$ cat src/sv/bcp_pkg.sv
`timescale 1ns / 1ps
`default_nettype none

package bcp_pkg;

  // one input transfer: a character or the end-of-text marker
  typedef struct packed {
    logic [7:0] ch;
    logic       end_of_text;
  } bcp_in_t;

  // one result transfer: a decoded byte or the final parse result
  typedef struct packed {
    logic               kind;
    logic [7:0]         byte_value;
    logic [1:0]         status;
    logic signed [31:0] operand_a;
    logic [1:0]         operator_code;
    logic signed [31:0] operand_b;
    logic [6:0]         byte_count;
  } bcp_out_t;

  // parser phases
  typedef enum logic [3:0] {
    PH_LEAD     = 4'd0,
    PH_KEYWORD  = 4'd1,
    PH_KW_END   = 4'd2,
    PH_A_PRE    = 4'd3,
    PH_A_SIGN   = 4'd4,
    PH_A_DIG    = 4'd5,
    PH_OP_WAIT  = 4'd6,
    PH_B_PRE    = 4'd7,
    PH_B_SIGN   = 4'd8,
    PH_B_DIG    = 4'd9,
    PH_COLON    = 4'd10,
    PH_HEX_WAIT = 4'd11,
    PH_HEX_LO   = 4'd12,
    PH_HEX_SEP  = 4'd13,
    PH_STOPPED  = 4'd14
  } bcp_phase_e;

  // final status codes
  typedef enum logic [1:0] {
    ST_CALL     = 2'd0,
    ST_NOT_CALL = 2'd1,
    ST_FORMAT   = 2'd2
  } bcp_status_e;

  // operator codes
  localparam logic [1:0] OP_ADD = 2'd0;
  localparam logic [1:0] OP_SUB = 2'd1;
  localparam logic [1:0] OP_MUL = 2'd2;
  localparam logic [1:0] OP_DIV = 2'd3;

  // result kinds
  localparam logic KIND_BYTE   = 1'b0;
  localparam logic KIND_RESULT = 1'b1;

  // index of the last keyword character
  localparam logic [2:0] KW_LAST = 3'd5;

  localparam logic [31:0] POS_LIMIT = 32'h7FFF_FFFF;
  localparam logic [31:0] NEG_LIMIT = 32'h8000_0000;

  // decoded hex digit with a valid flag
  typedef struct packed {
    logic       valid;
    logic [3:0] value;
  } bcp_hex_t;

  function automatic logic is_ws(input logic [7:0] c);
    return (c == 8'h20) || (c == 8'h09) || (c == 8'h0D) || (c == 8'h0A);
  endfunction

  function automatic logic is_digit(input logic [7:0] c);
    return (c >= "0") && (c <= "9");
  endfunction

  function automatic bcp_hex_t hex_decode(input logic [7:0] c);
    bcp_hex_t h;
    h = '0;
    if ((c >= "0") && (c <= "9")) begin
      h.valid = 1'b1;
      h.value = 4'(c - "0");
    end else if ((c >= "a") && (c <= "f")) begin
      h.valid = 1'b1;
      h.value = 4'(c - "a" + 8'd10);
    end else if ((c >= "A") && (c <= "F")) begin
      h.valid = 1'b1;
      h.value = 4'(c - "A" + 8'd10);
    end
    return h;
  endfunction

  // characters of the keyword /bytes
  function automatic logic [7:0] kw_char(input logic [2:0] idx);
    logic [7:0] c;
    case (idx)
      3'd0: c = "/";
      3'd1: c = "b";
      3'd2: c = "y";
      3'd3: c = "t";
      3'd4: c = "e";
      3'd5: c = "s";
      default: c = 8'h00;
    endcase
    return c;
  endfunction

endpackage

`default_nettype wire

$ cat src/sv/bcp_parse_core.sv
`timescale 1ns / 1ps
`default_nettype none

module bcp_parse_core import bcp_pkg::*; #(
  parameter int CODE_CAPACITY = 64
) (
  input  wire logic     clk_i,
  input  wire logic     rst_ni,
  input  wire logic     step_i,
  input  wire bcp_in_t  item_i,
  output logic          res_valid_o,
  output bcp_out_t      res_o
);

  bcp_phase_e  phase_q, phase_d;
  logic [2:0]  kw_idx_q, kw_idx_d;
  logic [31:0] mag_q, mag_d;
  logic        neg_q, neg_d;
  logic [31:0] first_q, first_d;
  logic [1:0]  op_q, op_d;
  logic [3:0]  hi_q, hi_d;
  logic [6:0]  bytes_q, bytes_d;
  logic [1:0]  err_q, err_d;

  logic [7:0]  c;
  logic [3:0]  digit;
  logic [35:0] mag_ext;
  logic [35:0] acc;
  logic        acc_ovf;
  logic [31:0] signed_val;
  logic [1:0]  final_st;
  bcp_hex_t    hex;
  logic        ws;

  assign c     = item_i.ch;
  assign digit = c[3:0];
  assign ws    = is_ws(c);
  assign hex   = hex_decode(c);

  // multiply-by-ten accumulate with range check against the signed limit
  assign mag_ext    = {4'b0, mag_q};
  assign acc        = (mag_ext << 3) + (mag_ext << 1) + {32'b0, digit};
  assign acc_ovf    = acc > {4'b0, (neg_q ? NEG_LIMIT : POS_LIMIT)};
  assign signed_val = neg_q ? (32'd0 - mag_q) : mag_q;

  // status if the text ended now
  always_comb begin
    case (phase_q)
      PH_LEAD, PH_KEYWORD:     final_st = ST_NOT_CALL;
      PH_HEX_WAIT, PH_HEX_SEP: final_st = (bytes_q != 7'd0) ? ST_CALL : ST_FORMAT;
      PH_STOPPED:              final_st = err_q;
      default:                 final_st = ST_FORMAT;
    endcase
  end

  // next state and result for one character
  always_comb begin
    phase_d     = phase_q;
    kw_idx_d    = kw_idx_q;
    mag_d       = mag_q;
    neg_d       = neg_q;
    first_d     = first_q;
    op_d        = op_q;
    hi_d        = hi_q;
    bytes_d     = bytes_q;
    err_d       = err_q;
    res_valid_o = 1'b0;
    res_o       = '0;

    if (step_i) begin
      if (item_i.end_of_text) begin
        // final result, then back to reset state
        res_valid_o      = 1'b1;
        res_o.kind       = KIND_RESULT;
        res_o.status     = final_st;
        res_o.byte_count = bytes_q;
        if (final_st == ST_CALL) begin
          res_o.operand_a     = first_q;
          res_o.operator_code = op_q;
          res_o.operand_b     = signed_val;
        end
        phase_d  = PH_LEAD;
        kw_idx_d = '0;
        mag_d    = '0;
        neg_d    = 1'b0;
        first_d  = '0;
        op_d     = OP_ADD;
        hi_d     = '0;
        bytes_d  = '0;
        err_d    = ST_CALL;
      end else if (phase_q != PH_STOPPED) begin
        if (c == 8'h00) begin
          // nul ends the line early
          err_d   = final_st;
          phase_d = PH_STOPPED;
        end else begin
          case (phase_q)
            PH_LEAD: begin
              if (!ws) begin
                if (c == kw_char(3'd0)) begin
                  kw_idx_d = 3'd1;
                  phase_d  = PH_KEYWORD;
                end else begin
                  err_d   = ST_NOT_CALL;
                  phase_d = PH_STOPPED;
                end
              end
            end
            PH_KEYWORD: begin
              if (c == kw_char(kw_idx_q)) begin
                kw_idx_d = kw_idx_q + 3'd1;
                if (kw_idx_q == KW_LAST) phase_d = PH_KW_END;
              end else begin
                err_d   = ST_NOT_CALL;
                phase_d = PH_STOPPED;
              end
            end
            PH_KW_END: begin
              if (ws) begin
                phase_d = PH_A_PRE;
              end else begin
                err_d   = ST_NOT_CALL;
                phase_d = PH_STOPPED;
              end
            end
            PH_A_PRE, PH_B_PRE: begin
              // start of a number: sign or first digit
              if (!ws) begin
                mag_d = '0;
                neg_d = 1'b0;
                if ((c == "+") || (c == "-")) begin
                  neg_d   = (c == "-");
                  phase_d = (phase_q == PH_A_PRE) ? PH_A_SIGN : PH_B_SIGN;
                end else if (is_digit(c)) begin
                  mag_d   = {28'b0, digit};
                  phase_d = (phase_q == PH_A_PRE) ? PH_A_DIG : PH_B_DIG;
                end else begin
                  err_d   = ST_FORMAT;
                  phase_d = PH_STOPPED;
                end
              end
            end
            PH_A_SIGN, PH_A_DIG, PH_B_SIGN, PH_B_DIG: begin
              if (is_digit(c)) begin
                if (acc_ovf) begin
                  err_d   = ST_FORMAT;
                  phase_d = PH_STOPPED;
                end else begin
                  mag_d   = acc[31:0];
                  phase_d = ((phase_q == PH_A_SIGN) || (phase_q == PH_A_DIG)) ?
                            PH_A_DIG : PH_B_DIG;
                end
              end else if ((phase_q == PH_A_SIGN) || (phase_q == PH_B_SIGN)) begin
                err_d   = ST_FORMAT;
                phase_d = PH_STOPPED;
              end else if (phase_q == PH_A_DIG) begin
                // operand a complete, look for operator
                first_d = signed_val;
                if (ws) begin
                  phase_d = PH_OP_WAIT;
                end else if ((c == "+") || (c == "-") || (c == "*") || (c == "/")) begin
                  op_d    = (c == "+") ? OP_ADD : (c == "-") ? OP_SUB :
                            (c == "*") ? OP_MUL : OP_DIV;
                  mag_d   = '0;
                  neg_d   = 1'b0;
                  phase_d = PH_B_PRE;
                end else begin
                  err_d   = ST_FORMAT;
                  phase_d = PH_STOPPED;
                end
              end else begin
                // operand b complete, look for colon
                if (ws) begin
                  phase_d = PH_COLON;
                end else if (c == ":") begin
                  phase_d = PH_HEX_WAIT;
                end else begin
                  err_d   = ST_FORMAT;
                  phase_d = PH_STOPPED;
                end
              end
            end
            PH_OP_WAIT: begin
              if ((c == "+") || (c == "-") || (c == "*") || (c == "/")) begin
                op_d    = (c == "+") ? OP_ADD : (c == "-") ? OP_SUB :
                          (c == "*") ? OP_MUL : OP_DIV;
                mag_d   = '0;
                neg_d   = 1'b0;
                phase_d = PH_B_PRE;
              end else if (!ws) begin
                err_d   = ST_FORMAT;
                phase_d = PH_STOPPED;
              end
            end
            PH_COLON: begin
              if (c == ":") begin
                phase_d = PH_HEX_WAIT;
              end else if (!ws) begin
                err_d   = ST_FORMAT;
                phase_d = PH_STOPPED;
              end
            end
            PH_HEX_WAIT: begin
              if (!ws) begin
                if (hex.valid) begin
                  hi_d    = hex.value;
                  phase_d = PH_HEX_LO;
                end else begin
                  err_d   = ST_FORMAT;
                  phase_d = PH_STOPPED;
                end
              end
            end
            PH_HEX_LO: begin
              // second nibble completes a byte unless it is not a hex digit or capacity is reached
              if (!hex.valid || (bytes_q >= 7'(CODE_CAPACITY))) begin
                err_d   = ST_FORMAT;
                phase_d = PH_STOPPED;
              end else begin
                bytes_d          = bytes_q + 7'd1;
                phase_d          = PH_HEX_SEP;
                res_valid_o      = 1'b1;
                res_o.kind       = KIND_BYTE;
                res_o.byte_value = {hi_q, hex.value};
                res_o.byte_count = bytes_q + 7'd1;
              end
            end
            PH_HEX_SEP: begin
              if (ws) begin
                phase_d = PH_HEX_WAIT;
              end else begin
                err_d   = ST_FORMAT;
                phase_d = PH_STOPPED;
              end
            end
            default: begin
              err_d   = ST_FORMAT;
              phase_d = PH_STOPPED;
            end
          endcase
        end
      end
    end
  end

  // parser state
  always_ff @(posedge clk_i or negedge rst_ni) begin
    if (!rst_ni) begin
      phase_q  <= PH_LEAD;
      kw_idx_q <= '0;
      mag_q    <= '0;
      neg_q    <= 1'b0;
      first_q  <= '0;
      op_q     <= OP_ADD;
      hi_q     <= '0;
      bytes_q  <= '0;
      err_q    <= ST_CALL;
    end else begin
      phase_q  <= phase_d;
      kw_idx_q <= kw_idx_d;
      mag_q    <= mag_d;
      neg_q    <= neg_d;
      first_q  <= first_d;
      op_q     <= op_d;
      hi_q     <= hi_d;
      bytes_q  <= bytes_d;
      err_q    <= err_d;
    end
  end

endmodule

`default_nettype wire

$ cat src/sv/bytes_call_text_parser_unit.sv
`timescale 1ns / 1ps
`default_nettype none

// Parser for a "/bytes A op B : hh hh ..." text line, fed one character per
// transfer and closed by an end-of-text transfer. Each character passes an
// input register, one pass of parse logic and a result register, in that
// order: one character per clock cycle sustained while out_stall_i is low.
// A result register that still waits on out_stall_i holds up the parser
// stage, and the input register then stalls the sender.
// Each completed hex pair gives a byte result as soon as it is decoded; the
// end-of-text transfer gives one final result (status, A, operator, B, byte
// count) and returns the parser to its reset state. Bytes are void unless the
// final status is a valid call.
module bytes_call_text_parser_unit import bcp_pkg::*; #(
  parameter int CODE_CAPACITY = 64
) (
  input  wire logic     clk_i,
  input  wire logic     rst_ni,
  input  wire logic     in_valid_i,
  output logic          in_stall_o,
  input  wire bcp_in_t  in_data_i,
  output logic          out_valid_o,
  input  wire logic     out_stall_i,
  output bcp_out_t      out_data_o
);

  logic     in_valid_q;
  bcp_in_t  in_q;
  logic     out_valid_q;
  bcp_out_t out_q;
  logic     step;
  logic     res_valid;
  bcp_out_t res;

  // the held character moves on when the result register is free or drains
  assign step       = in_valid_q && (!out_valid_q || !out_stall_i);
  assign in_stall_o = in_valid_q && !step;

  // input register
  always_ff @(posedge clk_i or negedge rst_ni) begin
    if (!rst_ni) begin
      in_valid_q <= 1'b0;
    end else if (in_valid_i && !in_stall_o) begin
      in_valid_q <= 1'b1;
    end else if (step) begin
      in_valid_q <= 1'b0;
    end
  end

  always_ff @(posedge clk_i) begin
    if (in_valid_i && !in_stall_o) begin
      in_q <= in_data_i;
    end
  end

  bcp_parse_core #(
    .CODE_CAPACITY(CODE_CAPACITY)
  ) u_core (
    .clk_i       (clk_i),
    .rst_ni      (rst_ni),
    .step_i      (step),
    .item_i      (in_q),
    .res_valid_o (res_valid),
    .res_o       (res)
  );

  // result register
  always_ff @(posedge clk_i or negedge rst_ni) begin
    if (!rst_ni) begin
      out_valid_q <= 1'b0;
    end else if (step) begin
      out_valid_q <= res_valid;
    end else if (!out_stall_i) begin
      out_valid_q <= 1'b0;
    end
  end

  always_ff @(posedge clk_i) begin
    if (step && res_valid) begin
      out_q <= res;
    end
  end

  assign out_valid_o = out_valid_q;
  assign out_data_o  = out_q;

endmodule

`default_nettype wire
$ cat config.mk
export PLATFORM = sky130hd
export DESIGN_NAME = bytes_call_text_parser_unit
export DESIGN_NICKNAME = d
export VERILOG_FILES = /design/src/sv/bcp_pkg.sv /design/src/sv/bcp_parse_core.sv /design/src/sv/bytes_call_text_parser_unit.sv
export SDC_FILE = /design/constraint.sdc
export NUM_CORES = 1
export LEC_CHECK = 0
export BUFFER_PORTS_ARGS = -buffer_cell sky130_fd_sc_hd__buf_4
export CAP_MARGIN = 0
export CORE_AREA = 8 8 157 159
export DETAILED_ROUTE_END_ITERATION = 10
export DIE_AREA = 0 0 165 167
export GPL_TIMING_DRIVEN = 0
export PLACE_DENSITY = 0.72
export SETUP_SLACK_MARGIN = 0.05
export SYNTH_ARGS = -nofsm -noshare
export SYNTH_HDL_FRONTEND = slang
export SYNTH_HIERARCHICAL = 1
export SYNTH_SLANG_ARGS = --single-unit
$ cat constraint.sdc
create_clock -name clk_i -period 19.29 [get_ports clk_i]
set_input_delay 2.8935 -clock clk_i [delete_from_list [all_inputs] [get_ports clk_i]]
set_output_delay 2.8935 -clock clk_i [all_outputs]
set_load 0.1 [all_outputs]
# ---- Word-level counts from Yosys, hierarchy flattened
# Cells that the tools add are included.
dict set report word_totals {
  regBits 182
  latchBits 0
  ramBits 0
  rom_bits 0
  in_bits 13
  output_inout_bits 86
  wordCells 308
  memories 0
}
dict set report op_classes {
  n_addsub 10
  multipliers 0
  div_mod_pow 0
  magnitude_cmp 8
  n_eq_ne 65
  n_shift 0
  mux 149
  bitwise_logic 3
  n_reduce_logical 53
}
# cell count
set ops {}
lappend ops {{$mux 32} 20}
lappend ops {{$mux 4} 32}
lappend ops {{$pmux 32 s3} 1}
lappend ops {{$mux 2} 37}
lappend ops {{$mux 7} 10}
lappend ops {{$eq 8x6->1 const B} 6}
lappend ops {{$mux 8} 6}
lappend ops {{$pmux 7 s6} 1}
lappend ops {{$pmux 4 s10} 1}
lappend ops {{$add 35x33->36} 1}
lappend ops {{$add 36x4->36} 1}
lappend ops {{$gt 36x32->1} 1}
lappend ops {{$ne 4x4->1 const B} 9}
lappend ops {{$sub 1x32->32 const A} 1}
lappend ops {{$eq 4x4->1 const B} 7}
lappend ops {{$mux 9} 3}
lappend ops {{$eq 8x4->1 const B} 3}
lappend ops {{$mux 3} 8}
lappend ops {{$ne 4x3->1 const B} 6}
lappend ops {{$mux 1} 22}
lappend ops {{$pmux 2 s10} 1}
lappend ops {{$reduce_and 18->1} 1}
lappend ops {{$reduce_and 9->1} 2}
lappend ops {{$eq 4x3->1 const B} 4}
lappend ops {{50 further kinds} 104}

# ---- Depth between registers and ports, before layout
# Gate-level depths: netlist of the first run.
dict set report logic_depth {
  depth_word 14
  mapped_depth 22
  depth_no_buf 21
}

# ---- Cells and area by module
# The synthesis of the first run kept the hierarchy.
# module n_inst cells_each area_each_um2 seq_area_each_um2
set by_module_without_submodules {}
lappend by_module_without_submodules {bcp_parse_core 1 1065 8834.7 2177.1}
lappend by_module_without_submodules {bytes_call_text_parser_unit 1 104 2891.5 2842.7}

# ---- Worst setup path after synthesis of the first run
# No wires, ideal clock.
dict set report synth_path {
  path_type {input-to-reg}
  start {input port out_stall_i}
  end {register out_q (netlist bit out_data_o[0]) (enable)}
  setup_ns 0.554
  arrival_ns 7.812
  t_required_ns 18.736
  path_slack_ns 10.924
  path_stages 8
  path_buffers 0
  cell_sequence {nand2_1 -> and2_1 -> nand3_1 -> nor2_2 -> nor2_1 -> inv_1 -> nand2_1 -> a21oi_1}
}
dict set report synth_between {
  elab_chain_cells 5
}
# item line_no
set synth_rtl {}
lappend synth_rtl {{start, declared} bytes_call_text_parser_unit.sv:23} ;# input wire logic out_stall_i,
lappend synth_rtl {{$logic_not 1->1} n/a}
lappend synth_rtl {{$logic_or 1x1->1} bytes_call_text_parser_unit.sv:36} ;# assign step = in_valid_q && (!out_valid_q || !out_stall_i);
lappend synth_rtl {{$logic_and 1x1->1} bytes_call_text_parser_unit.sv:36}
lappend synth_rtl {{via step} bytes_call_text_parser_unit.sv:31} ;# logic step;
lappend synth_rtl {{$mux 1} bcp_parse_core.sv:70} ;# if (step_i) begin
lappend synth_rtl {{via res_valid} bytes_call_text_parser_unit.sv:32} ;# logic res_valid;
lappend synth_rtl {{$logic_and 1x1->1} bytes_call_text_parser_unit.sv:79} ;# if (step && res_valid) begin
lappend synth_rtl {{end signal, assigned} bytes_call_text_parser_unit.sv:80} ;# out_q <= res;
lappend synth_rtl {{end, declared} bytes_call_text_parser_unit.sv:30} ;# bcp_out_t out_q;
# The timed path passes the listed nets, and every way through them passes these cells.
# A chain may end at the register's enable or synchronous reset.

# ---- Worst setup path after layout of the first run
dict set report layout_path {
  start {input port out_stall_i}
  end {output port in_stall_o}
}
dict set report layout_between {
  elab_chain_cells 5
}
# item line_no
set layout_rtl {}
lappend layout_rtl {{$logic_not 1->1} n/a}
lappend layout_rtl {{$logic_or 1x1->1} bytes_call_text_parser_unit.sv:36}
lappend layout_rtl {{$logic_and 1x1->1} bytes_call_text_parser_unit.sv:36}
lappend layout_rtl {{$logic_not 1->1} bytes_call_text_parser_unit.sv:37} ;# assign in_stall_o = in_valid_q && !step;
lappend layout_rtl {{$logic_and 1x1->1} bytes_call_text_parser_unit.sv:37}
lappend layout_rtl {{end, declared} bytes_call_text_parser_unit.sv:20} ;# output logic in_stall_o,
# Every way passes these cells.

==> report_table.html, run 1 <==
<table>
<tr><th>Metric</th><th>Value</th></tr>
<tr><th colspan="2">CTS</th></tr>
<tr><td>Total of cells resized after clock tree synthesis</td><td>0</td></tr>
<tr><td>CTS tree</td><td>yes</td></tr>
<tr><td>Maximum clock insertion buffer count</td><td>2</td></tr>
<tr><td>Cell chosen for the clock root</td><td>sky130_fd_sc_hd__clkbuf_16</td></tr>
<tr><td>Sink count of the clock tree</td><td>182</td></tr>
<tr><td>Later-pin clock latency in the skew report</td><td>between 0.4 and 0.5 ns</td></tr>
<tr><td>H-tree levels</td><td>4</td></tr>
<tr><td>Reg clk slew, reported paths</td><td>approximately 0.070 ns</td></tr>
<tr><td>Number of buffers inserted by post-CTS setup repair</td><td>0</td></tr>
<tr><td>TritonCTS Buffers</td><td>17</td></tr>
<tr><td>Number of buffers inserted by hold repair at cts</td><td>0</td></tr>
<tr><th colspan="2">STA</th></tr>
<tr><td>Maximum operating frequency</td><td>around 160 MHz</td></tr>
<tr><td>Final Cycle Share</td><td>between 30% and 40%</td></tr>
<tr><td>Final critical-path required period</td><td>around 6.3 ns</td></tr>
<tr><td>Final setup violation count</td><td>0</td></tr>
<tr><td>Headroom to the max-slew limit</td><td>slightly below 20%</td></tr>
<tr><td>Setup repair after global routing missed its margin</td><td>false</td></tr>
<tr><td>Worst hold margin</td><td>0.476 ns</td></tr>
<tr><td>Setup Skew</td><td>approximately 0.015 ns</td></tr>
<tr><td>Final Max Slew Viols</td><td>0</td></tr>
<tr><td>Total negative slack for setup checks</td><td>0 ns</td></tr>
<tr><td>Worst Tran Pin Value</td><td>approximately 1.2 ns</td></tr>
<tr><td>Total count of hold-check failures in the final report</td><td>0</td></tr>
<tr><th colspan="2">Critical path</th></tr>
<tr><td>Critical path peak fanout</td><td>3</td></tr>
<tr><td>Crit path cell chain</td><td>buf_4 &gt; nand3_2 &gt; inv_1 &gt; buf_4</td></tr>
<tr><td>Kind of end point of the critical path</td><td>primary output</td></tr>
<tr><td>Data required time of the worst path</td><td>16.40 ns</td></tr>
<tr><td>Worst-path cell with the longest stage delay</td><td>sky130_fd_sc_hd__buf_4</td></tr>
<tr><td>Crit path top cell by count</td><td>sky130_fd_sc_hd__buf_4</td></tr>
<tr><td>Arrival time of data at the critical path endpoint</td><td>~3.5 ns</td></tr>
<tr><td>Path type of the worst setup path</td><td>in2out</td></tr>
<tr><td>Critical Path Source Type</td><td>input port</td></tr>
<tr><td>Largest stage delay on the critical path</td><td>roughly 0.28 ns</td></tr>
<tr><th colspan="2">Final layout</th></tr>
<tr><td>Most common cell after layout, fill and taps aside</td><td>sky130_fd_sc_hd__nand2_1</td></tr>
<tr><td>Fillcell total</td><td>~1.9k</td></tr>
<tr><td>Fraction of layout instances using a drive strength above 1</td><td>around 16%</td></tr>
<tr><td>Antenna diode count</td><td>0</td></tr>
<tr><td>Non-filler cells, final</td><td>between 1.5k and 2k</td></tr>
<tr><td>Area growth syn-to-layout</td><td>15.1%</td></tr>
<tr><td>Net count reported at finish</td><td>roughly 1.4k</td></tr>
<tr><td>Commonest cells after routing, fill and taps aside</td><td>sky130_fd_sc_hd__nand2_1, sky130_fd_sc_hd__ha_1, sky130_fd_sc_hd__buf_4</td></tr>
<tr><th colspan="2">Placed design</th></tr>
<tr><td>Dpl hpwl</td><td>around 23000 microns</td></tr>
<tr><td>Number of cells in the design after placement</td><td>1555</td></tr>
<tr><td>Port-buffer cells</td><td>just under 100</td></tr>
<tr><td>Last weighted congestion value of the routability-driven placer</td><td>~0.9</td></tr>
<tr><th colspan="2">Global route</th></tr>
<tr><td>Via count of the first global-routing pass</td><td>9042</td></tr>
<tr><td>Largest net degree at the start of global routing</td><td>90</td></tr>
<tr><td>Total overflow reported by the global router</td><td>0</td></tr>
<tr><td>Wire length of the first global-routing pass</td><td>approximately 48000 microns</td></tr>
<tr><td>Number of antenna violations at the first check in global routing</td><td>1</td></tr>
<tr><td>Met1 Resource Use GR</td><td>approximately 31%</td></tr>
<tr><td>Total GRT Usage</td><td>between 20% and 30%</td></tr>
<tr><td>Met3 layer usage reported by global route</td><td>under 10%</td></tr>
<tr><td>Met2 demand-to-capacity share in global routing</td><td>roughly a third</td></tr>
<tr><td>Busiest metal layer after global routing</td><td>met2</td></tr>
<tr><th colspan="2">Floorplanning</th></tr>
<tr><td>Initial Utilization</td><td>a little over half</td></tr>
<tr><td>Floorplan die height</td><td>between 150 and 200 microns</td></tr>
<tr><td>Placeable Area</td><td>around 22000 sq um</td></tr>
<tr><td>Total die area</td><td>between 20000 and 30000 sq um</td></tr>
<tr><td>Floorplan die width</td><td>approximately 170 microns</td></tr>
<tr><td>Rows</td><td>55</td></tr>
<tr><td>Count of boundary I/O pins</td><td>99</td></tr>
<tr><th colspan="2">Power</th></tr>
<tr><td>Power Dens Cells</td><td>75.3 nW/um^2</td></tr>
<tr><td>Overall power</td><td>between 1 and 1.5 mW</td></tr>
<tr><td>LEAKAGE</td><td>between 5 and 6 nW</td></tr>
<tr><td>Maximum vdd drop</td><td>about 0.056 mV</td></tr>
<tr><th colspan="2">Logic synthesis</th></tr>
<tr><td>Count of yosys warnings during synthesis</td><td>6</td></tr>
<tr><td>Mapped Area</td><td>roughly 12000 sq um</td></tr>
<tr><td>Number of register bits inferred by synthesis</td><td>around 180</td></tr>
<tr><td>Distinct cell type count after synthesis</td><td>about 110</td></tr>
<tr><td>Synth async-reset ratio</td><td>between 40% and 50%</td></tr>
<tr><td>Post-synthesis area per instance</td><td>roughly 10 sq um</td></tr>
<tr><td>Proportion of synthesized chip area in sequential cells</td><td>a little over two fifths</td></tr>
<tr><td>Number of cells produced by synthesis</td><td>1169</td></tr>
<tr><td>Number of nets in the synthesized netlist</td><td>1293</td></tr>
<tr><td>Synth top area share</td><td>23.8%</td></tr>
<tr><td>Top flip-flop cell by instance count after synthesis</td><td>sky130_fd_sc_hd__edfxtp_1</td></tr>
<tr><td>Largest cells by area after synthesis</td><td>sky130_fd_sc_hd__edfxtp_1, sky130_fd_sc_hd__dfrtp_1, sky130_fd_sc_hd__ha_1</td></tr>
<tr><td>EDFF count, synth</td><td>93</td></tr>
<tr><td>Library cell occupying the most area in the post-synthesis netlist</td><td>sky130_fd_sc_hd__edfxtp_1</td></tr>
<tr><th colspan="2">Route</th></tr>
<tr><td>Pre-Repair DR Iteration Count</td><td>7</td></tr>
<tr><td>DR iter-0 viols</td><td>~610</td></tr>
<tr><td>DRC violation count after routing</td><td>0</td></tr>
<tr><td>Overall via count from detail_route</td><td>9432</td></tr>
<tr><td>Detail Route Antenna Nets</td><td>0</td></tr>
<tr><td>Total routed wirelength</td><td>~30000 microns</td></tr>
<tr><td>Routed length per placed instance</td><td>18.7 microns</td></tr>
<tr><td>Vias per cell</td><td>approximately 6</td></tr>
<tr><th colspan="2">Run</th></tr>
<tr><td>Max-cap violations</td><td>0</td></tr>
<tr><th colspan="2">Min path</th></tr>
<tr><td>Hold Path Class</td><td>reg2reg</td></tr>
<tr><th colspan="2">Outcome</th></tr>
<tr><td>Status</td><td>complete, no violations</td></tr>
</table>
metal layers:
layer | vias to the layer above | part of all wire [%]
met5 | - | 0
met4 | 0 | 1.6
met3 | 34 | 6.6
met2 | 318 | 45
met1 | 4520 | 47
li1 | 4560 | -
metrics by stage:
| stage | utilization (%) | area (sq um) | setup WS, ns |
|---|---|---|---|
| floorplan | - | 11700 | 10.92 |
| global placement | 57.7 | 12800 | 8.78 |
| detailed placement | 58.0 | 12900 | 12.95 |
| CTS | 60.7 | 13500 | 12.95 |
| global route | 60.7 | 13500 | 12.91 |
| finish | 60.7 | 13500 | 12.95 |
final cells by class:
| class | instances | area (sq um) | area share (%) |
|---|---|---|---|
| inverter | 30 | 113 | 0.834 |
| timing repair buffer | 101 | 803 | 5.95 |
| clock inverter | 13 | 149 | 1.10 |
| clock buffer | 19 | 454 | 3.36 |
| tap | 285 | 357 | 2.64 |
| multi-input combinational | 913 | 6380 | 47.3 |
| buffer | 44 | 221 | 1.64 |
| sequential | 182 | 5020 | 37.2 |
critical path, delay by kind of cell:
family / cells / cell delay (ns)
simple gates: 1 / 0.09
buf+inv: 3 / 0.46
sequential cells by signal (all words and copies together), names as in the netlist:
name	count
u_core/kw_idx_q	3
u_core/err_q	2
in_q	9
in_valid_q	1
out_data_o	84
u_core/bytes_q	7
u_core/phase_q	4
u_core/neg_q	1
u_core/first_q	32
out_valid_o	1
u_core/op_q	2
u_core/mag_q	32
u_core/hi_q	4
cells by family (layout without fill, tap and decap cells):
logic type | after synthesis | in the layout | synth area share [%]
adder cells (fa/ha/maj) | 111 | 111 | 12.0
multiplexers | 13 | 13 | 1.21
AO/OA/AOI/OAI | 320 | 320 | 19.2
XOR/XNOR | 66 | 66 | 4.93
AND/OR/NAND/NOR | 403 | 403 | 17.0
flip-flops | 182 | 182 | 42.8
buffers and inverters | 74 | 207 | 2.85
report_power, final:
part	internal [mW]	switching, mW
logic	0.0584	0.170
clock network	0.182	0.169
registers	0.425	0.0120
total	0.665	0.351
cells in the mapped netlist (all sizes together) (17+ instances only):
cell type / number
a21o: 17
a21oi: 67
a22o: 30
and2: 43
clkbuf: 35
dfrtp: 89
edfxtp: 93
ha: 109
inv: 29
nand2: 128
nand3: 20
nor2: 101
nor3: 29
o21ai: 105
xnor2: 31
xor2: 35
path summary, 6_finish.rpt:
check	from	endpoint	slack, ns	cells after the start
worst max-delay path	out_stall_i	in_stall_o	12.95	4
worst min-delay path	u_core/first_q[7]	u_core/first_q[7]	0.48	2
worst max register to register	u_core/mag_q[2]	u_core/mag_q[31]	13.34	20
worst min register to register	u_core/first_q[7]	u_core/first_q[7]	0.48	2
max in group asynchronous	rst_ni	u_core/phase_q[2]	15.82	1
min in group asynchronous	rst_ni	u_core/mag_q[25]	2.68	1
No activity file was read; power rests on OpenSTA's default activity.
==> run 2, diff against run 1 <==
Settings changed: ABC_AREA set to 1, CORE_AREA 8 8 157 159 to 8 8 165 167, DIE_AREA 0 0 165 167 to 0 0 173 175.
Clock period 19.29 ns to 6.62 ns, I/O delays scaled along.
==> run 2 against run 1 <==
Compared with the run above:
- combinational power rose to 5.5 times the previous value
- critical path depth rose by 27
- wire length increased by 19%
- die area increased by 9.9%
- global-route usage rose by 1.7 points
- design area rose by 9.3%
- area after synthesis increased by 11%
- core utilization decreased by 0.96 points
- largest power group unchanged
==> report_table.html, run 2 <==
<table>
<tr><th>Metric</th><th>Value</th></tr>
<tr><th colspan="2">Outcome</th></tr>
<tr><td>Status</td><td>complete, no violations</td></tr>
<tr><th colspan="2">Critical path</th></tr>
<tr><td>Crit path top cell by count</td><td>sky130_fd_sc_hd__nand2_1</td></tr>
<tr><td>Worst-path cell with the longest stage delay</td><td>sky130_fd_sc_hd__dfrtp_1</td></tr>
<tr><td>Worst R2R Start</td><td>u_core/mag_q[2]</td></tr>
<tr><td>Data required time of the worst path</td><td>6.98 ns (-9.42 ns)</td></tr>
<tr><td>Critical Path Source Type</td><td>flip-flop</td></tr>
<tr><td>Critical path peak fanout</td><td>10 (+7)</td></tr>
<tr><td>Startpoint of the worst setup timing path</td><td>u_core/mag_q[2]</td></tr>
<tr><td>Arrival time of data at the critical path endpoint</td><td>5.35 ns (+1.90 ns)</td></tr>
<tr><td>Crit path capture</td><td>u_core/mag_q[30]</td></tr>
<tr><td>Worst reg-to-reg setup slack</td><td>1.64 ns (-11.70 ns)</td></tr>
<tr><td>Largest stage delay on the critical path</td><td>0.54 ns (+0.26 ns)</td></tr>
<tr><td>Path type of the worst setup path</td><td>reg2reg</td></tr>
<tr><td>Kind of end point of the critical path</td><td>flip-flop</td></tr>
<tr><td>R2R depth</td><td>31 (+55%)</td></tr>
<tr><td>Critical register-to-register path endpoint</td><td>u_core/mag_q[30]</td></tr>
<tr><th colspan="2">Logic synthesis</th></tr>
<tr><td>Post-synthesis area per instance</td><td>7.79 sq um (-22%)</td></tr>
<tr><td>Largest cells by area after synthesis</td><td>sky130_fd_sc_hd__edfxtp_1, sky130_fd_sc_hd__dfrtp_1, sky130_fd_sc_hd__nand2_1</td></tr>
<tr><td>Count leader, synth</td><td>sky130_fd_sc_hd__nand2_1</td></tr>
<tr><td>Mapped Area</td><td>13000 sq um (+11%)</td></tr>
<tr><td>Number of cells produced by synthesis</td><td>1667 (+43%)</td></tr>
<tr><td>Proportion of synthesized chip area in sequential cells</td><td>38.6% (-4.2 points)</td></tr>
<tr><td>Synth async-reset ratio</td><td>48.9% (unchanged)</td></tr>
<tr><td>Distinct cell type count after synthesis</td><td>52 (-50%)</td></tr>
<tr><td>Library cell occupying the most area in the post-synthesis netlist</td><td>sky130_fd_sc_hd__edfxtp_1</td></tr>
<tr><td>EDFF count, synth</td><td>93 (unchanged)</td></tr>
<tr><td>Number of register bits inferred by synthesis</td><td>182 (unchanged)</td></tr>
<tr><td>Top flip-flop cell by instance count after synthesis</td><td>sky130_fd_sc_hd__edfxtp_1</td></tr>
<tr><td>Top cells by instance count after synthesis</td><td>sky130_fd_sc_hd__nand2_1, sky130_fd_sc_hd__inv_1, sky130_fd_sc_hd__nor2_1, sky130_fd_sc_hd__ha_1, sky130_fd_sc_hd__edfxtp_1</td></tr>
<tr><td>Number of nets in the synthesized netlist</td><td>1791 (+39%)</td></tr>
<tr><td>Count of yosys warnings during synthesis</td><td>6 (unchanged)</td></tr>
<tr><td>Synth top area share</td><td>21.5% (-2.3 points)</td></tr>
<tr><th colspan="2">Global route</th></tr>
<tr><td>Largest net degree at the start of global routing</td><td>90 (unchanged)</td></tr>
<tr><td>Wire length of the first global-routing pass</td><td>56700 microns (+18%)</td></tr>
<tr><td>Total overflow reported by the global router</td><td>0 (unchanged)</td></tr>
<tr><td>Number of antenna violations at the first check in global routing</td><td>0 (-1)</td></tr>
<tr><td>Total GRT Usage</td><td>23.2% (+1.7 points)</td></tr>
<tr><td>Via count of the first global-routing pass</td><td>10.9k (+20%)</td></tr>
<tr><th colspan="2">CTS</th></tr>
<tr><td>Later-pin clock latency in the skew report</td><td>0.44 ns (about the same)</td></tr>
<tr><td>Maximum clock insertion buffer count</td><td>2 (unchanged)</td></tr>
<tr><td>Sink count of the clock tree</td><td>182 (unchanged)</td></tr>
<tr><td>Number of buffers inserted by hold repair at cts</td><td>0 (unchanged)</td></tr>
<tr><td>Number of buffers inserted by post-CTS setup repair</td><td>0 (unchanged)</td></tr>
<tr><td>Reg clk slew, reported paths</td><td>0.08 ns (about the same)</td></tr>
<tr><td>Total of cells resized after clock tree synthesis</td><td>0 (unchanged)</td></tr>
<tr><td>H-tree levels</td><td>4 (unchanged)</td></tr>
<tr><td>Cell chosen for the clock root</td><td>sky130_fd_sc_hd__clkbuf_16</td></tr>
<tr><td>CTS tree</td><td>yes</td></tr>
<tr><td>TritonCTS Buffers</td><td>17 (unchanged)</td></tr>
<tr><th colspan="2">Final layout</th></tr>
<tr><td>Most common cell after layout, fill and taps aside</td><td>sky130_fd_sc_hd__nand2_1</td></tr>
<tr><td>Sequential cell area</td><td>5020 sq um (unchanged)</td></tr>
<tr><td>Area growth syn-to-layout</td><td>13.6%</td></tr>
<tr><td>Commonest cells after routing, fill and taps aside</td><td>sky130_fd_sc_hd__nand2_1, sky130_fd_sc_hd__inv_1, sky130_fd_sc_hd__nor2_1</td></tr>
<tr><td>Post-route design area</td><td>14800 sq um (+9.3%)</td></tr>
<tr><td>Max FFs per register</td><td>84 (unchanged)</td></tr>
<tr><td>Net count reported at finish</td><td>1910 (+35%)</td></tr>
<tr><td>Fillcell total</td><td>2280 (+21%)</td></tr>
<tr><td>Combined area of the multi-input logic cells</td><td>6750 sq um (+5.7%)</td></tr>
<tr><td>Fraction of layout instances using a drive strength above 1</td><td>13.0% (-2.7 points)</td></tr>
<tr><td>Antenna diode count</td><td>0 (unchanged)</td></tr>
<tr><th colspan="2">STA</th></tr>
<tr><td>Final critical-path required period</td><td>~5 ns</td></tr>
<tr><td>Total negative slack for setup checks</td><td>0 ns (unchanged)</td></tr>
<tr><td>Final Cycle Share</td><td>between 70 and 80%</td></tr>
<tr><td>Worst path setup slack after routing</td><td>1.64 ns (-11.32 ns)</td></tr>
<tr><td>Total count of hold-check failures in the final report</td><td>0 (unchanged)</td></tr>
<tr><td>Setup repair after global routing missed its margin</td><td>false</td></tr>
<tr><td>Setup Skew</td><td>0.0164 ns (+0.00104 ns)</td></tr>
<tr><td>Headroom to the max-slew limit</td><td>13.9% (-5.7 points)</td></tr>
<tr><td>Worst Tran Pin Value</td><td>1.29 ns (+0.0852 ns)</td></tr>
<tr><td>Final setup violation count</td><td>0 (unchanged)</td></tr>
<tr><td>Final Max Slew Viols</td><td>0 (unchanged)</td></tr>
<tr><td>Maximum operating frequency</td><td>201 MHz</td></tr>
<tr><th colspan="2">Floorplanning</th></tr>
<tr><td>Count of boundary I/O pins</td><td>99 (unchanged)</td></tr>
<tr><td>Initial Utilization</td><td>52.6% (-0.11 points)</td></tr>
<tr><td>Total die area</td><td>30300 sq um (+9.9%)</td></tr>
<tr><td>Floorplan die height</td><td>175 microns (+4.8%)</td></tr>
<tr><td>Placeable Area</td><td>24700 sq um (+11%)</td></tr>
<tr><td>Floorplan die width</td><td>173 microns (+4.8%)</td></tr>
<tr><td>Rows</td><td>58 (+5.5%)</td></tr>
<tr><th colspan="2">Route</th></tr>
<tr><td>Routed length per placed instance</td><td>16.7 microns (-11%)</td></tr>
<tr><td>Total routed wirelength</td><td>35500 microns (+19%)</td></tr>
<tr><td>DRC violation count after routing</td><td>0 (unchanged)</td></tr>
<tr><td>DR iter-0 viols</td><td>1203 (+96%)</td></tr>
<tr><td>Overall via count from detail_route</td><td>11.5k (+22%)</td></tr>
<tr><td>Vias per cell</td><td>5.40 (-9.1%)</td></tr>
<tr><td>Detail Route Antenna Nets</td><td>0 (unchanged)</td></tr>
<tr><td>Pre-Repair DR Iteration Count</td><td>5 (-2)</td></tr>
<tr><th colspan="2">Placed design</th></tr>
<tr><td>Setup Slack @ Placement</td><td>1.76 ns (-11.19 ns)</td></tr>
<tr><td>Port-buffer cells</td><td>98 (unchanged)</td></tr>
<tr><td>Cell area reported after detailed placement</td><td>14200 sq um (+10%)</td></tr>
<tr><td>Dpl hpwl</td><td>28200 microns (+24%)</td></tr>
<tr><td>Last weighted congestion value of the routability-driven placer</td><td>0.957 (+3.1%)</td></tr>
<tr><th colspan="2">Min path</th></tr>
<tr><td>Number of cells traversed by the worst hold path</td><td>2 (unchanged)</td></tr>
<tr><td>Hold Path Class</td><td>reg2reg</td></tr>
<tr><th colspan="2">Power</th></tr>
<tr><td>Maximum vdd drop</td><td>0.152 mV (+170%)</td></tr>
<tr><td>Power Dens Cells</td><td>243 nW/um^2 (+220%)</td></tr>
<tr><td>LEAKAGE</td><td>7.13 nW (+19%)</td></tr>
<tr><th colspan="2">Run</th></tr>
<tr><td>Max-cap violations</td><td>0 (unchanged)</td></tr>
</table>
==> run 2: cell count changes after synthesis, sizes merged, moves of 35 or more <==
cell	previous run	this run
and2	43	3
inv	29	253
nand2	128	393
nand3	20	72
nor2	101	213
o22ai	3	38
==> run 2: worst max-delay path, delay by kind of cell (launching register included) <==
kind | cells | cell delay (ns)
AO/OA/AOI/OAI | 3 | 0.50
XOR/XNOR | 1 | 0.39
adder cells (fa/ha/maj) | 3 | 1.19
buffers and inverters | 4 | 0.45
flip-flops | 1 | 0.54
AND/OR/NAND/NOR | 20 | 1.84
==> run 2: worst min path at each step <==
stage / endpoint / startpoint
floorplan: u_core/err_q[0] / u_core/err_q[0]
global placement: u_core/err_q[0] / u_core/err_q[0]
detailed placement: u_core/err_q[0] / u_core/err_q[0]
CTS: u_core/err_q[0] / u_core/err_q[0]
global route: u_core/op_q[1] / u_core/op_q[1]
finish: u_core/err_q[0] / u_core/err_q[0]
==> run 2: per-stage QoR <==
| stage | instances | hold slack [ns] | power, mW | util [%] |
|---|---|---|---|---|
| final | 2129 | 0.484 | 3.58 | 59.8 |
| after global routing | 2129 | 0.511 | 3.75 | 59.8 |
| after CTS | 2129 | 0.486 | 3.57 | 59.8 |
| after detailed placement | 2097 | 0.472 | 2.59 | 57.5 |
| after global placement | 2095 | 0.463 | 2.57 | 57.3 |
| after floorplan | 1667 | 0.442 | 2.25 | - |
==> run 2: cell families (layout without fill, tap and decap cells) <==
family                   after synthesis  after routing  synth area share, %
AO/OA/AOI/OAI                        280            280                 12.9
XOR/XNOR                              54             54                 3.64
adder cells (fa/ha/maj)              111            111                 10.8
buffers and inverters                294            426                 9.44
flip-flops                           182            182                 38.6
AND/OR/NAND/NOR                      746            746                 24.5
==> run 2: layout make-up <==
class	count	share of cell area, %
clock buffers	18	2.91
multi-input cells	1191	45.8
flip-flops and latches	182	34.0
repair buffers	100	5.26
clock inverters	14	0.925
inverters	253	6.49
plain buffers	41	1.82
well taps	330	2.80
==> run 2: power by group <==
part	internal [mW]	switching [mW]
logic	0.358	0.892
clock network	0.500	0.489
registers	1.26	0.0745
total	2.12	1.46
==> run 2: layer usage <==
layer  global-route usage, %  wire, microns
met1                    32.5          16800
met2                    36.1          15500
met3                    4.12           2510
met4                    7.15            715
met5                       0              0
==> run 3, diff against run 2 <==
Clock period 6.62 ns to 5.1 ns, I/O delays scaled along.
==> run 3 against run 2 <==
Compared with the run above:
- clock power increased by 30%
- critical path type unchanged
- power increased by 30%
- via count increased by 0.91%
- sequential share of layout area decreased by 0.055 points
- core utilization increased by 0.11 points
- die area unchanged
- sequential power increased by 29%
- non-clock buffer count increased by 1
- register-to-register slack got worse by 1.2 ns
- clock-buffer cell count unchanged
- wire length increased by 0.44%
- worst hold slack improved by 0.0087 ns
==> report_table.html, run 3 (synthesized netlist as in run 2, its figures left out) <==
<table>
<tr><th>Metric</th><th>Value</th></tr>
<tr><th colspan="2">STA</th></tr>
<tr><td>Worst Tran Pin Value</td><td>1.33 ns (+0.0343 ns)</td></tr>
<tr><td>Total count of hold-check failures in the final report</td><td>0 (unchanged)</td></tr>
<tr><td>Maximum operating frequency</td><td>215 MHz (+7.3%)</td></tr>
<tr><td>Headroom to the max-slew limit</td><td>11.6% (-2.3 points)</td></tr>
<tr><td>Final Max Slew Viols</td><td>0 (unchanged)</td></tr>
<tr><td>Final setup violation count</td><td>0 (unchanged)</td></tr>
<tr><td>Final Cycle Share</td><td>91.1% (+16 points)</td></tr>
<tr><td>Setup Skew</td><td>0.0184 ns (+0.00204 ns)</td></tr>
<tr><td>Total negative slack for setup checks</td><td>0 ns (unchanged)</td></tr>
<tr><td>Final critical-path required period</td><td>4.65 ns (-0.337 ns)</td></tr>
<tr><td>Setup repair after global routing missed its margin</td><td>false</td></tr>
<tr><th colspan="2">Power</th></tr>
<tr><td>Overall power</td><td>4.64 mW (+30%)</td></tr>
<tr><td>Power Dens Cells</td><td>314 nW/um^2 (+29%)</td></tr>
<tr><td>Maximum vdd drop</td><td>0.220 mV (+45%)</td></tr>
<tr><td>LEAKAGE</td><td>7.14 nW (+0.19%)</td></tr>
<tr><th colspan="2">Route</th></tr>
<tr><td>Total routed wirelength</td><td>35600 microns (+0.44%)</td></tr>
<tr><td>Vias per cell</td><td>5.45 (+0.87%)</td></tr>
<tr><td>DR iter-0 viols</td><td>928 (-23%)</td></tr>
<tr><td>Routed length per placed instance</td><td>16.7 microns (+0.40%)</td></tr>
<tr><td>Overall via count from detail_route</td><td>11.6k (+0.91%)</td></tr>
<tr><td>DRC violation count after routing</td><td>0 (unchanged)</td></tr>
<tr><td>Pre-Repair DR Iteration Count</td><td>6 (+1)</td></tr>
<tr><td>Detail Route Antenna Nets</td><td>0 (unchanged)</td></tr>
<tr><th colspan="2">Critical path</th></tr>
<tr><td>Kind of end point of the critical path</td><td>flip-flop</td></tr>
<tr><td>Path type of the worst setup path</td><td>reg2reg</td></tr>
<tr><td>Crit path buf inv count</td><td>4 (unchanged)</td></tr>
<tr><td>Critical path peak fanout</td><td>10 (unchanged)</td></tr>
<tr><td>Largest stage delay on the critical path</td><td>0.55 ns (about the same)</td></tr>
<tr><td>Data required time of the worst path</td><td>5.45 ns (-1.53 ns)</td></tr>
<tr><td>R2R depth</td><td>31 (unchanged)</td></tr>
<tr><td>Worst-path cell with the longest stage delay</td><td>sky130_fd_sc_hd__fa_1</td></tr>
<tr><td>Critical register-to-register path endpoint</td><td>u_core/mag_q[30]</td></tr>
<tr><td>Worst R2R Start</td><td>u_core/mag_q[0]</td></tr>
<tr><td>Arrival time of data at the critical path endpoint</td><td>5.00 ns (-0.35 ns)</td></tr>
<tr><td>Cell type group with the largest total delay on the critical path</td><td>simple AND/OR/NAND/NOR gates</td></tr>
<tr><td>Worst reg-to-reg setup slack</td><td>0.45 ns (-1.18 ns)</td></tr>
<tr><td>Crit path top cell by count</td><td>sky130_fd_sc_hd__nand2_1</td></tr>
<tr><td>Critical Path Source Type</td><td>flip-flop</td></tr>
<tr><th colspan="2">Global route</th></tr>
<tr><td>Wire length of the first global-routing pass</td><td>56800 microns (+0.29%)</td></tr>
<tr><td>Number of antenna violations at the first check in global routing</td><td>0 (unchanged)</td></tr>
<tr><td>Largest net degree at the start of global routing</td><td>90 (unchanged)</td></tr>
<tr><td>Total overflow reported by the global router</td><td>0 (unchanged)</td></tr>
<tr><td>Via count of the first global-routing pass</td><td>10.9k (+0.55%)</td></tr>
<tr><td>Total GRT Usage</td><td>23.2% (about the same)</td></tr>
<tr><th colspan="2">Final layout</th></tr>
<tr><td>Net count reported at finish</td><td>1911 (+0.052%)</td></tr>
<tr><td>Commonest cells after routing, fill and taps aside</td><td>sky130_fd_sc_hd__nand2_1, sky130_fd_sc_hd__inv_1, sky130_fd_sc_hd__nor2_1</td></tr>
<tr><td>Area growth syn-to-layout</td><td>13.8%</td></tr>
<tr><td>Fraction of layout instances using a drive strength above 1</td><td>13.3% (+0.27 points)</td></tr>
<tr><td>Most common cell after layout, fill and taps aside</td><td>sky130_fd_sc_hd__nand2_1</td></tr>
<tr><td>Fillcell total</td><td>2248 (-1.4%)</td></tr>
<tr><td>Non-filler cells, final</td><td>2130 (+0.047%)</td></tr>
<tr><td>Antenna diode count</td><td>0 (unchanged)</td></tr>
<tr><td>Max FFs per register</td><td>84 (unchanged)</td></tr>
<tr><td>Final core area utilization</td><td>59.9% (+0.11 points)</td></tr>
<tr><th colspan="2">Floorplanning</th></tr>
<tr><td>Initial Utilization</td><td>52.6% (unchanged)</td></tr>
<tr><td>Rows</td><td>58 (unchanged)</td></tr>
<tr><td>Floorplan die height</td><td>175 microns (unchanged)</td></tr>
<tr><td>Floorplan die width</td><td>173 microns (unchanged)</td></tr>
<tr><td>Total die area</td><td>30300 sq um (unchanged)</td></tr>
<tr><td>Count of boundary I/O pins</td><td>99 (unchanged)</td></tr>
<tr><td>Placeable Area</td><td>24700 sq um (unchanged)</td></tr>
<tr><th colspan="2">CTS</th></tr>
<tr><td>TritonCTS Buffers</td><td>17 (unchanged)</td></tr>
<tr><td>Cell chosen for the clock root</td><td>sky130_fd_sc_hd__clkbuf_16</td></tr>
<tr><td>Later-pin clock latency in the skew report</td><td>0.43 ns (about the same)</td></tr>
<tr><td>Maximum clock insertion buffer count</td><td>2 (unchanged)</td></tr>
<tr><td>H-tree levels</td><td>4 (unchanged)</td></tr>
<tr><td>Sink count of the clock tree</td><td>182 (unchanged)</td></tr>
<tr><td>CTS tree</td><td>yes</td></tr>
<tr><td>Number of buffers inserted by hold repair at cts</td><td>0 (unchanged)</td></tr>
<tr><td>Reg clk slew, reported paths</td><td>0.07 ns (about the same)</td></tr>
<tr><th colspan="2">Placed design</th></tr>
<tr><td>Dpl hpwl</td><td>28300 microns (+0.40%)</td></tr>
<tr><td>Number of cells in the design after placement</td><td>2097 (unchanged)</td></tr>
<tr><td>Last weighted congestion value of the routability-driven placer</td><td>0.977 (+2.1%)</td></tr>
<tr><td>Port-buffer cells</td><td>98 (unchanged)</td></tr>
<tr><th colspan="2">Min path</th></tr>
<tr><td>Origin of the worst min-delay path</td><td>u_core/op_q[1]</td></tr>
<tr><td>Hold Path Class</td><td>reg2reg</td></tr>
<tr><td>Hold endpoint</td><td>u_core/op_q[1]</td></tr>
<tr><td>Number of cells traversed by the worst hold path</td><td>2 (unchanged)</td></tr>
<tr><th colspan="2">Run</th></tr>
<tr><td>Max-cap violations</td><td>0 (unchanged)</td></tr>
<tr><th colspan="2">Outcome</th></tr>
<tr><td>Status</td><td>complete, no violations</td></tr>
</table>
==> run 3: final cells by class <==
type                       instances  area (sq um)  share of cell area (%)
clock buffer                      18           439                    2.97
clock inverter                    14           131                   0.889
multi-input combinational       1191          6760                    45.8
tap                              330           413                    2.79
timing repair buffer             101           783                    5.30
inverter                         253           957                    6.48
buffer                            41           269                    1.82
sequential                       182          5020                    34.0
==> run 3: how the worst max path moves through the flow <==
stage                          startpoint               end  slack (ns)  cells past startpoint
after detailed placement  u_core/mag_q[2]  u_core/mag_q[30]        0.30                     31
after CTS                 u_core/mag_q[2]  u_core/mag_q[30]        0.26                     31
after floorplan                   in_q[1]     out_data_o[0]        0.62                     15
after global placement            in_q[1]    out_data_o[68]       -1.09                     15
final                     u_core/mag_q[0]  u_core/mag_q[30]        0.45                     31
after global routing      u_core/mag_q[0]  u_core/mag_q[25]        0.08                     31
==> run 3: repair_timing <==
item	4_1_cts	5_1_grt
buffers inserted	0	1
resized for setup	0	4
setup endpoints to repair	0	35
==> run 3: through the flow <==
stage / instance area (sq um) / hold WS (ns) / setup slack (ns)
2_1_floorplan: 13000 / 0.442 / 0.617
3_3_place_gp: 14100 / 0.466 / -1.09
3_5_place_dp: 14200 / 0.479 / 0.295
4_1_cts: 14800 / 0.486 / 0.257
5_1_grt: 14800 / 0.495 / 0.0844
6_report: 14800 / 0.493 / 0.453
==> run 3: worst min-delay path, cell delays in order, from the launching register on <==
cell and delay, ns:
sky130_fd_sc_hd__dfrtp_1 0.35, sky130_fd_sc_hd__nand2_1 0.05, sky130_fd_sc_hd__o21ai_0 0.06
==> run 3: per-layer routing <==
metal  global-route usage, %  wire [microns]  vias to the layer above
met4                    6.90             743                        0
met2                    36.3           15600                      459
met5                       0               0                        -
met3                    3.78            2860                       54
li1                        -               -                     5740
met1                    32.6           16400                     5349
==> run 3: power breakdown <==
group	internal, mW	leakage (nW)	switching [mW]
clock network	0.661	0.284	0.626
logic	0.467	4.76	1.15
registers	1.64	2.10	0.0924
total	2.77	7.14	1.87
